$ cat src/hdl/bbde_pkg.sv
`default_nettype none
// ----------------------------------------------------------------------------
// bbde_pkg
// Shared constants and field layout of the button bank debounce block.
// ----------------------------------------------------------------------------
package bbde_pkg;

	localparam int BUTTONS           = 12;
	localparam int BUTTONS_PER_GROUP = 4;
	localparam int IDX_W             = $clog2(BUTTONS);

	localparam int DEB_W  = 10;
	localparam int SNAP_W = 16;
	localparam int SEQ_W  = 32;
	localparam int CHAN_W = 2;
	localparam int BNUM_W = 3;

	localparam logic [DEB_W-1:0]  DEB_MAX  = '1;
	localparam logic [SNAP_W-1:0] SNAP_MAX = '1;

	localparam logic [DEB_W-1:0]  DEB_RESET  = DEB_W'(35);
	localparam logic [SNAP_W-1:0] SNAP_RESET = SNAP_W'(1000);

	localparam int IN_W  = 16;
	localparam int OUT_W = 40;

	typedef enum logic [1:0] {
		REG_DEBOUNCE = 2'd0,
		REG_SNAPSHOT = 2'd1,
		REG_SEQSTART = 2'd2
	} reg_index_t;

endpackage
`default_nettype wire

$ cat src/hdl/button_bank_debounce_events.sv
`default_nettype none
// ----------------------------------------------------------------------------
// button_bank_debounce_events
// Debounces a bank of buttons and streams numbered change and snapshot events.
//
// s_axis carries one tick: raw_levels (active low, bit i = button i) and
// link_up. At the transfer the debounce state is updated in the same cycle and
// the results of the tick are queued in a job register. m_axis then carries
// the results one per cycle: an optional snapshot on a link rising edge (old
// states), change events in button order, an optional periodic snapshot (new
// states). tlast marks the final result of a tick; ticks with no result send
// nothing.
// The job register and then the single output register lie between a tick
// transfer and its first result. Throughput: one result per cycle while the
// receiver takes them; a tick has 1 to 24 results or none. s_tready rises
// again in the cycle the last result of the previous tick is loaded.
// When the receiver stalls, the output register holds and the job waits.
// cfg writes (index 0 debounce, 1 snapshot interval, 2 sequence start) are
// always ready. Reset releases all buttons, clears the timers and the link
// history, loads register defaults and sets the sequence counter to zero.
// ----------------------------------------------------------------------------
module button_bank_debounce_events
	import bbde_pkg::*;
(
	input  wire logic             clk,
	input  wire logic             arst_n,
	input  wire logic             cfg_valid,
	output logic                  cfg_ready,
	input  wire logic [1:0]       cfg_index,
	input  wire logic [SEQ_W-1:0] cfg_data,
	input  wire logic             s_tvalid,
	output logic                  s_tready,
	// [11:0] raw_levels, [12] link_up, [15:13] zero
	input  wire logic [IN_W-1:0]  s_tdata,
	output logic                  m_tvalid,
	input  wire logic             m_tready,
	// [1:0] channel, [4:2] button_number, [5] is_pressed,
	// [37:6] sequence_number, [39:38] zero
	output logic [OUT_W-1:0]      m_tdata,
	// [0] from_snapshot
	output logic                  m_tuser,
	output logic                  m_tlast
);

	logic [DEB_W-1:0]  debounce_q;
	logic [SNAP_W-1:0] snap_int_q;
	logic [SEQ_W-1:0]  seq_q;

	logic [BUTTONS-1:0] state_q;
	logic [DEB_W-1:0]   acc_cnt_q [BUTTONS];
	logic [SNAP_W-1:0]  snap_cnt_q;
	logic               link_was_q;

	logic               pre_q;
	logic               post_q;
	logic [BUTTONS-1:0] ev_mask_q;
	logic [BUTTONS-1:0] old_st_q;
	logic [BUTTONS-1:0] new_st_q;
	logic [IDX_W-1:0]   idx_q;
	logic               busy;

	logic                 in_fire;
	logic [BUTTONS-1:0]   raw_pressed;
	logic                 link_in;
	logic [DEB_W-1:0]     acc_inc [BUTTONS];
	logic [BUTTONS-1:0]   change;
	logic [BUTTONS-1:0]   next_st;
	logic [SNAP_W-1:0]    snap_inc;
	logic [SNAP_W-1:0]    interval;
	logic                 rise;
	logic                 post_snap;
	logic [BUTTONS-1:0]   ev_mask;

	logic                 step;
	logic                 last_item;
	logic [IDX_W-1:0]     ev_idx;
	logic [BUTTONS-1:0]   ev_rest;
	logic [IDX_W-1:0]     emit_idx;
	logic                 emit_st;
	logic                 emit_snap;
	logic [CHAN_W-1:0]    emit_chan;
	logic [BNUM_W-1:0]    emit_bnum;

	localparam logic [IDX_W-1:0] IDX_LAST = IDX_W'(BUTTONS - 1);

	assign cfg_ready   = 1'b1;
	assign raw_pressed = ~s_tdata[BUTTONS-1:0];
	assign link_in     = s_tdata[BUTTONS];
	assign in_fire     = s_tvalid && s_tready;

	always_comb begin
		for (int i = 0; i < BUTTONS; i++) begin
			acc_inc[i] = (acc_cnt_q[i] == DEB_MAX) ? acc_cnt_q[i] : acc_cnt_q[i] + 1'b1;
			change[i]  = (acc_inc[i] >= debounce_q) && (raw_pressed[i] != state_q[i]);
			next_st[i] = change[i] ? raw_pressed[i] : state_q[i];
		end
		snap_inc  = (snap_cnt_q == SNAP_MAX) ? snap_cnt_q : snap_cnt_q + 1'b1;
		interval  = (snap_int_q == '0) ? SNAP_W'(1) : snap_int_q;
		rise      = link_in && !link_was_q;
		post_snap = link_in && !rise && (snap_inc >= interval);
		ev_mask   = link_in ? change : '0;
	end

	always_comb begin
		ev_idx = '0;
		for (int i = BUTTONS - 1; i >= 0; i--) begin
			if (ev_mask_q[i]) begin
				ev_idx = IDX_W'(i);
			end
		end
		ev_rest = ev_mask_q & ~(BUTTONS'(1) << ev_idx);
	end

	always_comb begin
		if (pre_q) begin
			emit_idx  = idx_q;
			emit_st   = old_st_q[idx_q];
			emit_snap = 1'b1;
			last_item = (idx_q == IDX_LAST) && (ev_mask_q == '0) && !post_q;
		end else if (ev_mask_q != '0) begin
			emit_idx  = ev_idx;
			emit_st   = new_st_q[ev_idx];
			emit_snap = 1'b0;
			last_item = (ev_rest == '0) && !post_q;
		end else begin
			emit_idx  = idx_q;
			emit_st   = new_st_q[idx_q];
			emit_snap = 1'b1;
			last_item = (idx_q == IDX_LAST);
		end
		emit_chan = CHAN_W'(emit_idx / BUTTONS_PER_GROUP);
		emit_bnum = BNUM_W'(emit_idx % BUTTONS_PER_GROUP) + 1'b1;
	end

	assign step     = busy && (!m_tvalid || m_tready);
	assign s_tready = !busy || (step && last_item);
	assign busy     = pre_q || post_q || (ev_mask_q != '0);

	always_ff @(posedge clk or negedge arst_n) begin
		if (!arst_n) begin
			debounce_q <= DEB_RESET;
			snap_int_q <= SNAP_RESET;
			seq_q      <= '0;
			state_q    <= '0;
			for (int i = 0; i < BUTTONS; i++) begin
				acc_cnt_q[i] <= '0;
			end
			snap_cnt_q <= '0;
			link_was_q <= 1'b0;
			pre_q      <= 1'b0;
			post_q     <= 1'b0;
			ev_mask_q  <= '0;
			idx_q      <= '0;
			m_tvalid   <= 1'b0;
		end else begin
			if (cfg_valid && cfg_ready) begin
				case (cfg_index)
					REG_DEBOUNCE: debounce_q <= cfg_data[DEB_W-1:0];
					REG_SNAPSHOT: snap_int_q <= cfg_data[SNAP_W-1:0];
					REG_SEQSTART: seq_q      <= cfg_data;
					default: ;
				endcase
			end

			// advance the job by one result
			if (step) begin
				seq_q <= seq_q + 1'b1;
				if (pre_q) begin
					if (idx_q == IDX_LAST) begin
						pre_q <= 1'b0;
						idx_q <= '0;
					end else begin
						idx_q <= idx_q + 1'b1;
					end
				end else if (ev_mask_q != '0) begin
					ev_mask_q <= ev_rest;
				end else begin
					if (idx_q == IDX_LAST) begin
						post_q <= 1'b0;
						idx_q  <= '0;
					end else begin
						idx_q <= idx_q + 1'b1;
					end
				end
			end

			if (in_fire) begin
				state_q <= next_st;
				for (int i = 0; i < BUTTONS; i++) begin
					acc_cnt_q[i] <= change[i] ? '0 : acc_inc[i];
				end
				snap_cnt_q <= (rise || post_snap) ? '0 : snap_inc;
				link_was_q <= link_in;
				pre_q      <= rise;
				post_q     <= post_snap;
				ev_mask_q  <= ev_mask;
				idx_q      <= '0;
			end

			if (step) begin
				m_tvalid <= 1'b1;
			end else if (m_tready) begin
				m_tvalid <= 1'b0;
			end
		end
	end

	always_ff @(posedge clk) begin
		if (in_fire) begin
			old_st_q <= state_q;
			new_st_q <= next_st;
		end
		if (step) begin
			m_tdata <= {2'b00, seq_q + 1'b1, emit_st, emit_bnum, emit_chan};
			m_tuser <= emit_snap;
			m_tlast <= last_item;
		end
	end

	a_seq_matches : assert property (@(posedge clk) disable iff (!arst_n)
		step |=> (m_tvalid && m_tdata[37:6] == seq_q))
		else $error("result sequence number out of step with counter");

	a_tick_overlap : assert property (@(posedge clk) disable iff (!arst_n)
		(in_fire && busy) |-> (step && last_item))
		else $error("tick accepted while a job still has results");

	a_snap_exclusive : assert property (@(posedge clk) disable iff (!arst_n)
		!(pre_q && post_q))
		else $error("both snapshots pending in one tick");

endmodule
`default_nettype wire
$ cat config.mk
export PLATFORM = sky130hd
export DESIGN_NAME = button_bank_debounce_events
export DESIGN_NICKNAME = d
export VERILOG_FILES = /design/src/hdl/bbde_pkg.sv /design/src/hdl/button_bank_debounce_events.sv
export SDC_FILE = /design/constraint.sdc
export NUM_CORES = 1
export LEC_CHECK = 0
export CAP_MARGIN = 10
export CORE_ASPECT_RATIO = 0.8
export CORE_MARGIN = 2
export CORE_UTILIZATION = 40
export CTS_CLUSTER_DIAMETER = 50
export DETAILED_ROUTE_END_ITERATION = 10
export DONT_BUFFER_PORTS = 1
export GPL_ROUTABILITY_DRIVEN = 0
export PLACE_DENSITY = 0.52
export SLEW_MARGIN = 20
export SYNTH_ARGS = -nofsm -noshare
export SYNTH_HDL_FRONTEND = slang
export SYNTH_SLANG_ARGS = --single-unit
$ cat constraint.sdc
create_clock -name clk -period 4.93 [get_ports clk]
set_clock_uncertainty 0.1 [all_clocks]
set_input_delay 0.493 -clock clk [delete_from_list [all_inputs] [get_ports clk]]
set_output_delay 0.493 -clock clk [all_outputs]
set_load 0.05 [all_outputs]
Yosys cells after proc, flatten, opt, wreduce, memory -nomap -nowiden
Index checks and enable logic that the tools add are counted.
Storage, ports and cells
  input port bits: 55
  word-level logic and storage cells: 230
  bits in registers: 290
  output and inout port bits: 45
Cells by class
  bitwise operators: 3
  $lt $le $gt $ge: 15
  add/subtract/negate cells: 16
  muxes and demuxes: 88
  reduce and logical (&&, ||, !) cells: 48
  equality and inequality tests: 31
  shift-type cells: 1
Operator list (number)
  $mux 10: 24
  $add 10x1->10 const B: 12
  $eq 10x10->1 const B: 12
  $ge 10x10->1: 12
  $mux 32: 3
  $mux 4: 19
  $mux 12: 5
  $mux 16: 3
  $add 32x1->32 const B: 1
  $mux 1: 31
  $logic_not 12->1: 2
  $not 12->12: 2
  $logic_and 1x1->1: 21
  $add 16x1->16 const B: 1
  $eq 16x16->1 const B: 1
  $ge 16x16->1: 1
  $logic_not 16->1: 1
  $and 12x12->12: 1
  $bmux 1 s4: 3
  $ne 1x1->1: 12
  $reduce_bool 12->1: 1
  $reduce_bool 2->1: 6
  $shl 1x4->12 const A: 1
  $lt 4x5->1 const B: 2
  other kinds (14): 25

Longest topological paths before layout
Gate-level depths: netlist of the first run.
  word-level depth: 24
  depth in mapped cells: 17
  mapped depth without buffers: 16

Least setup slack after synthesis of the first run
Ideal clock, no wire load.
  path kind: reg2reg
  from: register snap_cnt_q[6]
  to: register snap_cnt_q[10]
  cell stages (with the launch flop): 17
  slack: 1.133 ns
  data arrival time: 3.614 ns
  setup time: 0.083 ns
  data required time: 4.747 ns
  buffers on the path: 3
  period minus slack after synthesis: 3.797 ns
  cells stage by stage: dfrtp_1 clkbuf_1 and4_1 nand4_1 or3_1 clkbuf_1 nand4_1 nor2_1 xor2_1 ha_1 or4_1 a21oi_1 o31ai_1 o21ai_1 clkbuf_1 nand3_1 o21ai_0
On the way
  word-level cells in the longest chain between the ends: 6
  elaborated cells on any way between the ends: 7
  those cells by class: add/sub (1); order compare (1); eq/ne (1); mux (2); reduce/logical (2)
RTL lines
  from (decl): RTL line button_bank_debounce_events.sv:51  | logic [SNAP_W-1:0] snap_cnt_q;
  from (signal assigned): RTL line button_bank_debounce_events.sv:192  | snap_cnt_q <= (rise || post_snap) ? '0 : snap_inc;
  $add 16x1->16 / $eq 16x16->1 (equally long branches): RTL line button_bank_debounce_events.sv:97  | snap_inc = (snap_cnt_q == SNAP_MAX) ? snap_cnt_q : snap_cnt_q + 1'b1;
  $mux 16 (*): RTL line button_bank_debounce_events.sv:97
  $ge 16x16->1: RTL line button_bank_debounce_events.sv:100  | post_snap = link_in && !rise && (snap_inc >= interval);
  $logic_and 1x1->1: RTL line button_bank_debounce_events.sv:100
  $logic_or 1x1->1: RTL line button_bank_debounce_events.sv:192
  $mux 16 (*): RTL line button_bank_debounce_events.sv:192
Mark *: on every way between the ends. The rest lies on a longest branch, timed or not.
A chain may end at the register's enable or synchronous reset.

Worst setup path after layout of the first run
  from: register ev_mask_q[2]
  to: output port s_tready
On the way
  word-level cells in the longest chain between the ends: 12
  elaborated cells on any way between the ends: 19
  those cells by class: shift (1); mux (5); bitwise (2); reduce/logical (11)
RTL lines
  from (decl): RTL line button_bank_debounce_events.sv:56  | logic [BUTTONS-1:0] ev_mask_q;
  from (signal assigned): RTL line button_bank_debounce_events.sv:176  | ev_mask_q <= ev_rest;
  from (signal assigned): RTL line button_bank_debounce_events.sv:196  | ev_mask_q <= ev_mask;
  $mux 4 (3 in series): RTL line button_bank_debounce_events.sv:107  | if (ev_mask_q[i]) begin
  $shl 1x4->12: RTL line button_bank_debounce_events.sv:111  | ev_rest = ev_mask_q & ~(BUTTONS'(1) << ev_idx);
  $not 12->12: RTL line button_bank_debounce_events.sv:111
  $and 12x12->12: RTL line button_bank_debounce_events.sv:111
  $logic_not 12->1: RTL line button_bank_debounce_events.sv:124  | last_item = (ev_rest == '0) && !post_q;
  $logic_and 1x1->1: RTL line button_bank_debounce_events.sv:124
  $mux 1: RTL line button_bank_debounce_events.sv:120  | end else if (ev_mask_q != '0) begin
  $mux 1: RTL line button_bank_debounce_events.sv:115  | if (pre_q) begin
  $logic_and 1x1->1: RTL line button_bank_debounce_events.sv:136  | assign s_tready = !busy || (step && last_item);
  $logic_or 1x1->1 (*): RTL line button_bank_debounce_events.sv:136
  to (decl): RTL line button_bank_debounce_events.sv:32  | output logic s_tready,
Marked as above.

==> results of run 1 <==
-- layout make-up --
| cell class | count | share of cell area |
|---|---|---|
| flip-flops and latches | 290 | 0.360 |
| repair buffers | 50 | 0.0228 |
| multi-input cells | 1648 | 0.502 |
| inverters | 70 | 0.0125 |
| well taps | 620 | 0.0368 |
| clock inverters | 27 | 0.0154 |
| clock buffers | 48 | 0.0513 |
| diodes | 1 | 0.000119 |
-- flip-flops by register name (all words and copies together) (netlist names) --
register	cells
acc_cnt_q	120
m_tdata	38
seq_q	32
snap_cnt_q	16
snap_int_q	16
ev_mask_q	12
new_st_q	12
old_st_q	12
state_q	12
debounce_q	10
idx_q	4
link_was_q	1
m_tlast	1
m_tuser	1
m_tvalid	1
post_q	1
pre_q	1
-- cell usage in the layout (no fill, tap or decap), drive strengths merged, types with 36 or more instances in the layout --
cell and count:
a21oi 83, clkbuf 48, dfrtp 217, edfxtp 64, ha 152, inv 81
mux2 36, mux2i 47, nand2 353, nand3 162, nand4 37, nor2 112
o21a 38, o21ai 203, xnor2 79, xor2 36
-- kinds of logic after synthesis --
| kind of cell | Yosys count | synth area share |
|---|---|---|
| adder cells (fa/ha/maj) | 155 | 0.103 |
| multiplexers | 89 | 0.0537 |
| XOR/XNOR | 115 | 0.0535 |
| buffers and inverters | 165 | 0.0362 |
| other | 2 | 0.000399 |
| AND/OR/NAND/NOR | 842 | 0.208 |
| AO/OA/AOI/OAI | 444 | 0.143 |
| flip-flops | 290 | 0.403 |
-- layer usage --
layer	up-vias	share of wire	GRT usage
li1	7509	-	-
met1	7258	0.50	0.303
met2	308	0.43	0.320
met3	59	0.048	0.0373
met4	0	0.020	0.0549
met5	-	0	0
-- power breakdown --
group          switching (W)  total [W]  leakage (nW)  internal (W)
Combinational        0.00267    0.00435          4.80       0.00168
Sequential           0.00129    0.00460          3.51       0.00332
Clock                0.00123    0.00306         0.686       0.00183
-- path summary, 6_finish.rpt --
check                                from              to  slack [ns]
max reg2reg                acc_cnt_q[114]  acc_cnt_q[115]        0.75
min                                arst_n    acc_cnt_q[8]       -0.44
min reg2reg                    link_was_q           pre_q        0.39
max in group asynchronous          arst_n   acc_cnt_q[13]        4.47
max                          ev_mask_q[2]        s_tready        0.68
min in group clk             cfg_data[21]       seq_q[21]        0.03
-- critical path, cell delays in order, from the launching register on --
cell and delay, ns:
dfrtp_1 0.47, or4_1 0.66, nor2_1 0.15, nand2_1 0.25, o32ai_1 0.40, o22ai_1 0.26, nor3_1 0.33, a21o_1 0.55
-- repair_timing --
action / CTS / global route
endpoints found under the setup margin: 0 / 0
endpoints found under the hold margin: 258 / 226
resized for setup: 0 / 0
-- stage by stage --
stage / cell area (sq um) / util / std cells
after CTS: 21100 / 0.452 / 2753
final: 21100 / 0.452 / 2754
after global placement: 19500 / 0.417 / 2656
after global routing: 21100 / 0.452 / 2753
after floorplan: 18800 / - / 2103
after detailed placement: 19500 / 0.417 / 2656
==> impl_metrics.json, run 1 <==
{
  "outcome": "finished, violations left",
  "violations": "hold timing",
  "ff2ff_path_depth": 14,
  "multi_input_area_sq_um": 10600,
  "fin_ws_ns": 0.680,
  "vias": 15100,
  "synth-main-ff-cell": "dfrtp_1",
  "antenna_found_initial": 2,
  "drtIter0Drc": 1038,
  "hpwl_um": 33900,
  "drv_slew": 0,
  "fp.dieArea_sq_um": 48800,
  "die_w_um": 247,
  "grt-ovfl-total": 0,
  "ys_seq_elements": 290,
  "dp_slack_ns": 0.810,
  "yosysSeqAreaShare": 0.403,
  "syn_inst": 2102,
  "tritoncts.num_buffers": 41,
  "endpoint_kind": "primary output",
  "crit_required_ns": 4.34,
  "start_kind": "flop",
  "min_period_ns": 4.25,
  "grt_max_degree": 227,
  "crit_arrival_ns": 3.66,
  "htreeDepth": 2,
  "io_pins": 100,
  "seq_area_sq_um": 7590,
  "drive_gt1_frac": 0.0727,
  "critical_path_class": "reg2out",
  "setup-tns-final_ns": 0,
  "drc": 0,
  "max-vdd-ir-drop_uv": 324,
  "n_fill_cell": 4534,
  "grt.total_usage": 0.209,
  "power.leakage_nw": 8.99,
  "synth_common_cells": "nand2_1 (353), dfrtp_1 (217), o21ai_0 (189)",
  "synth_area_leader_cell": "dfrtp_1",
  "coreArea_sq_um": 46700,
  "avgRoutedWirePerCell_um": 18.1,
  "grt_first_pass_wirelength_um": 80500,
  "crit_path_max_fanout": 11,
  "io_buffers": 0,
  "start_util": 0.403,
  "synth_area_leaders": "dfrtp_1 (29%), edfxtp_1 (10%), ha_1 (10%)",
  "grt_pass1_vias": 14500,
  "synthDominantCellAreaShare": 0.289,
  "hold_buffers": 22,
  "layout.nets": 2308,
  "totalWireLength_um": 49700,
  "die_y_um": 198,
  "final_hold_viol_count": 217,
  "viasPerCell": 5.50,
  "syn_avg_cell_area_sq_um": 8.95,
  "finalCritPeriodShare": 0.862,
  "cts_tree": "yes",
  "synth.distinct_cells": 67,
  "timing.max_cap.violations": 0,
  "ant_nets": 0,
  "post_cts_buffers": 0,
  "yosys_warnings": 0,
  "min_path_type": "in2async",
  "clock_latency_ns": 0.56,
  "cts_buffer_depth": 3,
  "hold_ws_ns": -0.442,
  "root_buffer": "clkbuf_16",
  "netlist_area_sq_um": 18800,
  "finalSetupViolCount": 0,
  "num_rows": 71,
  "clock.fmax_mhz": 235,
  "clkSinkCount": 290,
  "async_flop_share": 0.779,
  "max_slew_margin": 0.311,
  "power_w": 0.0120,
  "clk_transition_reported_paths_ns": 0.06,
  "synth_edf_count": 64,
  "rsz0062_at_grt": "false",
  "synthToLayoutAreaGrowth_pct": 12.2,
  "power_density_nw_per_um2": 569,
  "synthMostInstantiatedCell": "nand2_1",
  "worstMarginPinSlew_ns": 1.03,
  "drt-pass1-iter-count": 5
}
Note: power is estimated with default switching activity, not from simulation.
==> run 2: changes to the inputs <==
--- a/config.mk
+++ b/config.mk
@@ -6,6 +6,8 @@
 export NUM_CORES = 1
 export LEC_CHECK = 0
 export CAP_MARGIN = 10
+export CELL_PAD_IN_SITES_DETAIL_PLACEMENT = 2
+export CELL_PAD_IN_SITES_GLOBAL_PLACEMENT = 2
 export CORE_ASPECT_RATIO = 0.8
 export CORE_MARGIN = 2
 export CORE_UTILIZATION = 40
@@ -13,7 +15,7 @@
 export DETAILED_ROUTE_END_ITERATION = 10
 export DONT_BUFFER_PORTS = 1
 export GPL_ROUTABILITY_DRIVEN = 0
-export PLACE_DENSITY = 0.52
+export PLACE_DENSITY = 0.77
 export SLEW_MARGIN = 20
 export SYNTH_ARGS = -nofsm -noshare
 export SYNTH_HDL_FRONTEND = slang
==> impl_metrics.json, run 2 (synthesized netlist as in run 1, its figures left out) <==
{
  "outcome": "finished, violations left",
  "violations": "hold timing",
  "grt_pass1_vias": 17800,
  "hpwl_um": 44500,
  "wl_met1_um": 30000,
  "synthToLayoutAreaGrowth_pct": 12.3,
  "start_kind": "flop",
  "finalCritPeriodShare": 0.928,
  "rsz0062_at_grt": "false",
  "setup-tns-final_ns": 0,
  "grt_max_degree": 227,
  "drive_gt1_frac": 0.0752,
  "fin_cells": 2760,
  "ant_nets": 0,
  "io_buffers": 0,
  "num_rows": 71,
  "die_y_um": 198,
  "viasPerCell": 5.89,
  "final_hold_viol_count": 226,
  "tritoncts.num_buffers": 42,
  "layout_common_cells": "nand2_1 (353), dfrtp_1 (217), o21ai_0 (189)",
  "grt-ovfl-total": 0,
  "crit_path_max_fanout": 15,
  "clock.fmax_mhz": 219,
  "clkSinkCount": 290,
  "regMostFlops": "acc_cnt_q",
  "ff2ff_setup_slack_ns": 0.35,
  "htreeDepth": 2,
  "largest_reg_flops": 120,
  "io_pins": 100,
  "grt.total_usage": 0.270,
  "power_density_nw_per_um2": 596,
  "timing.max_cap.violations": 0,
  "drtIter0Drc": 699,
  "power.leakage_nw": 9.00,
  "avgRoutedWirePerCell_um": 23.5,
  "antenna_cells": 0,
  "crit_arrival_ns": 4.94,
  "drc": 0,
  "drv_slew": 0,
  "drt-pass1-iter-count": 5,
  "coreArea_sq_um": 46700,
  "vias": 16300,
  "fin_ws_ns": 0.354,
  "antenna_found_initial": 2,
  "reg_top3": "acc_cnt_q: 120 flops, m_tdata: 38 flops, seq_q: 32 flops",
  "finalSetupViolCount": 0,
  "layout.nets": 2313,
  "layout_commonest_cell": "nand2_1",
  "cts_tree": "yes",
  "post_cts_buffers": 0,
  "crit_required_ns": 5.29,
  "dr_wl_met3_um": 2580,
  "clk_transition_reported_paths_ns": 0.06,
  "power_w": 0.0126,
  "min_period_ns": 4.58,
  "ff2ff_path_depth": 16,
  "critical_path_class": "reg2reg",
  "clock_latency_ns": 0.58,
  "hold_buffers": 20,
  "root_buffer": "clkbuf_16",
  "fp.dieArea_sq_um": 48800,
  "place_inst": 2662,
  "max_slew_margin": 0.296,
  "totalWireLength_um": 65000,
  "grt_first_pass_wirelength_um": 103000,
  "cts_buffer_depth": 3,
  "min_path_type": "in2async",
  "start_util": 0.403,
  "dr_wl_met2_um": 30800,
  "endpoint_kind": "flop",
  "dp_slack_ns": 0.501,
  "die_w_um": 247,
  "hold_ws_ns": -0.468,
  "dr.max_layer_used": "met4",
  "worstMarginPinSlew_ns": 1.05,
  "max-vdd-ir-drop_uv": 316
}
## run 2: what timing repair did
| action | CTS | global route |
|---|---|---|
| resized for setup | 0 | 1 |
| setup endpoints to repair | 0 | 3 |
| endpoints found under the hold margin | 254 | 226 |
## run 2: power by group
part,switching (W),internal [W],total (W)
clock network,0.00126,0.00188,0.00314
logic,0.00301,0.00173,0.00474
registers,0.00140,0.00331,0.00471
total,0.00566,0.00693,0.0126
## run 2: layout make-up
cell class / instances / area [sq um]
Inverter: 70 / 264
Timing Repair Buffer: 54 / 493
Fill cell: 5054 / 25600
Clock inverter: 23 / 225
Tap cell: 620 / 776
Multi-Input combinational cell: 1648 / 10600
Clock buffer: 55 / 1190
Sequential cell: 290 / 7590
## run 2: worst paths after layout
path | end | from
max | snap_cnt_q[8] | snap_cnt_q[6]
min | acc_cnt_q[35] | arst_n
max reg2reg | snap_cnt_q[8] | snap_cnt_q[6]
min reg2reg | pre_q | link_was_q
max in group asynchronous | acc_cnt_q[100] | arst_n
min in group clk | debounce_q[3] | cfg_data[3]
## run 2: worst max-delay path: stages (launching register included)
cell and delay (ns):
dfrtp_1 0.50, and4_1 0.35, nand4_1 0.25, or3_1 0.59
nand2_1 0.25, nor2_2 0.12, and2_1 0.21, xor2_1 0.24
ha_1 0.28, nand2_1 0.08, o21ai_0 0.11, a221oi_1 0.31
o31ai_1 0.19, o21ai_1 0.16, buf_4 0.25, nand2_1 0.15
o31ai_1 0.31
## run 2: layer usage
layer | vias to the layer above | GRT usage
met2 | 244 | 0.445
li1 | 7520 | -
met1 | 8388 | 0.364
met5 | - | 0
met4 | 0 | 0.0792
met3 | 100 | 0.0453
## run 2: through the flow
step            util  hold WS [ns]  area, sq um
6_report       0.452        -0.468        21100
5_1_grt        0.452        -0.493        21100
4_1_cts        0.452        -0.503        21100
3_5_place_dp   0.417         0.114        19500
3_3_place_gp   0.417         0.114        19500
2_1_floorplan      -        0.0974        18800
==> run 3: changes to the inputs <==
--- a/config.mk
+++ b/config.mk
@@ -5,17 +5,17 @@
 export SDC_FILE = /design/constraint.sdc
 export NUM_CORES = 1
 export LEC_CHECK = 0
+export BUFFER_PORTS_ARGS = -buffer_cell sky130_fd_sc_hd__buf_2
 export CAP_MARGIN = 10
 export CELL_PAD_IN_SITES_DETAIL_PLACEMENT = 2
 export CELL_PAD_IN_SITES_GLOBAL_PLACEMENT = 2
 export CORE_ASPECT_RATIO = 0.8
 export CORE_MARGIN = 2
-export CORE_UTILIZATION = 40
+export CORE_UTILIZATION = 39
 export CTS_CLUSTER_DIAMETER = 50
 export DETAILED_ROUTE_END_ITERATION = 10
-export DONT_BUFFER_PORTS = 1
 export GPL_ROUTABILITY_DRIVEN = 0
-export PLACE_DENSITY = 0.77
+export PLACE_DENSITY = 0.78
 export SLEW_MARGIN = 20
 export SYNTH_ARGS = -nofsm -noshare
 export SYNTH_HDL_FRONTEND = slang
==> constraint.sdc (replaced) <==
create_clock -name clk -period 4.93 [get_ports clk]
set_clock_uncertainty 0.1 [all_clocks]
set_input_delay 0.493 -clock clk [delete_from_list [all_inputs] [get_ports clk]]
set_output_delay 0.493 -clock clk [all_outputs]
set_load 0.1 [all_outputs]
==> impl_metrics.json, run 3 (synthesized netlist as in run 1, its figures left out) <==
{
  "cts_resized": 0,
  "drive_gt1_frac": 0.118,
  "crit_path_max_incr_delay_ns": 0.48,
  "clock.fmax_mhz": 225,
  "io_buffers": 93,
  "r2r_end": "snap_cnt_q[2]",
  "grt_pass1_vias": 18200,
  "layout_common_cells": "nand2_1 (353), dfrtp_1 (217), o21ai_0 (189)",
  "start_kind": "flop",
  "power_density_nw_per_um2": 625,
  "cts_tree": "yes",
  "clk_transition_reported_paths_ns": 0.07,
  "rsz0062_at_grt": "false",
  "grt-ovfl-total": 0,
  "avgRoutedWirePerCell_um": 22.5,
  "ff2ff_setup_slack_ns": 0.48,
  "layout_commonest_cell": "nand2_1",
  "path_delay_family": "simple AND/OR/NAND/NOR gates",
  "final_hold_viol_count": 0,
  "root_buffer": "clkbuf_16",
  "crit_arrival_ns": 4.82,
  "timing.max_cap.violations": 0,
  "hold_buffers": 1,
  "whs_endpoint": "seq_q[17]",
  "fp.dieArea_sq_um": 50000,
  "setup-tns-final_ns": 0,
  "io_pins": 100,
  "post_cts_buffers": 0,
  "ff2ff_path_depth": 16,
  "crit_required_ns": 5.30,
  "regMostFlops": "acc_cnt_q",
  "power.leakage_nw": 9.37,
  "num_rows": 71,
  "coreArea_sq_um": 47300,
  "min_period_ns": 4.45,
  "min_path_type": "in2reg",
  "die_w_um": 250,
  "n_fill_cell": 5140,
  "cp_slowest_cell": "dfrtp_1",
  "start_util": 0.397,
  "cts_buffer_depth": 3,
  "viasPerCell": 5.76,
  "clkSinkCount": 290,
  "worstMarginPinSlew_ns": 1.01,
  "drc": 0,
  "worst-path-buf-inv": 1,
  "tritoncts.num_buffers": 44,
  "hpwl_um": 44500,
  "crit_chain": "and4_1, nand4_1, or3_1, nand2_1, nor2_1, nand3_1, xnor2_1, ha_1, a21oi_1, o21ai_0, a221oi_1, o31ai_1, o21ai_1, buf_4, nand2_1, o31ai_1",
  "die_y_um": 200,
  "grt_max_degree": 103,
  "drtIter0Drc": 717,
  "crit_path_max_fanout": 15,
  "worstHoldStart": "cfg_data[17]",
  "whs_path_depth": 3,
  "finalSetupViolCount": 0,
  "post-route-util": 0.455,
  "ant_nets": 0,
  "endpoint_kind": "flop",
  "critical_path_class": "reg2reg",
  "antenna_found_initial": 6,
  "vias": 16400,
  "grt_first_pass_wirelength_um": 103000,
  "finalCritPeriodShare": 0.903,
  "max_slew_margin": 0.327,
  "synthToLayoutAreaGrowth_pct": 14.5,
  "max-vdd-ir-drop_uv": 261,
  "drt-pass1-iter-count": 5,
  "layout.nets": 2388,
  "drv_slew": 0,
  "clock_latency_ns": 0.58,
  "htreeDepth": 2,
  "largest_reg_flops": 120,
  "grt.total_usage": 0.257,
  "totalWireLength_um": 63800,
  "r2r_start": "snap_cnt_q[6]",
  "outcome": "completed",
  "reg_top3": "acc_cnt_q: 120 flops, m_tdata: 38 flops, seq_q: 32 flops"
}
## run 3: changes by cell type in the layout (fill, tap and decap cells not counted), sizes merged
cell,delta
dlygate4sd3,-19
buf,+92
clkinvlp,-2
inv,+9
clkbuf,-5
clkinv,+1
diode,+1
bufinv,+1
## run 3: metal layers
| metal | global-route usage | wire, um | vias to the layer above |
|---|---|---|---|
| li1 | - | - | 7682 |
| met1 | 0.354 | 30600 | 8391 |
| met2 | 0.423 | 29700 | 194 |
| met3 | 0.0392 | 2000 | 88 |
| met4 | 0.0678 | 1470 | 6 |
| met5 | 0 | 37 | - |
## run 3: area by class of cell
class                   instances  area [sq um]  share of cell area
clock buffers                  50          1170              0.0545
diodes                          1          2.50            0.000116
multi-input cells            1648         10600               0.491
inverters                      70           264              0.0123
well taps                     620           776              0.0360
flip-flops and latches        290          7590               0.352
repair buffers                127           821              0.0381
clock inverters                32           329              0.0153
## run 3: tightest hold or removal path, delay by kind of cell
kind	cells	cell delay, ns
buffers and inverters	1	0.08
AND/OR/NAND/NOR	2	0.13
## run 3: through the flow
step | hold WS (ns) | cell area [sq um] | total power [W] | setup slack (ns) | instances
detailed placement | 0.391 | 20000 | 0.0101 | 0.499 | 2754
CTS | 0.0208 | 21500 | 0.0136 | 0.440 | 2837
finish | 0.0482 | 21500 | 0.0135 | 0.476 | 2838
floorplan | 0.0974 | 18800 | 0.00827 | 1.13 | 2103
global route | 0.0550 | 21500 | 0.0143 | 0.0962 | 2838
global placement | 0.369 | 20000 | 0.00970 | 0.780 | 2754
## run 3: worst max-delay path by stage
stage          slack [ns]  cells after the start            from        endpoint
6_report             0.48                     16   snap_cnt_q[6]   snap_cnt_q[2]
4_1_cts              0.44                     16   snap_cnt_q[6]   snap_cnt_q[2]
3_3_place_gp         0.78                     17   snap_cnt_q[6]   snap_cnt_q[3]
2_1_floorplan        1.13                     16   snap_cnt_q[6]  snap_cnt_q[10]
3_5_place_dp         0.50                     16   snap_cnt_q[0]   snap_cnt_q[2]
5_1_grt               0.1                     14  acc_cnt_q[115]  acc_cnt_q[116]
## run 3: power breakdown
group / leakage (nW) / internal [W] / total, W / switching, W
clock network: 0.740 / 0.00196 / 0.00329 / 0.00133
registers: 3.51 / 0.00330 / 0.00415 / 0.000850
logic: 5.12 / 0.00185 / 0.00603 / 0.00418
total: 9.37 / 0.00711 / 0.0135 / 0.00636
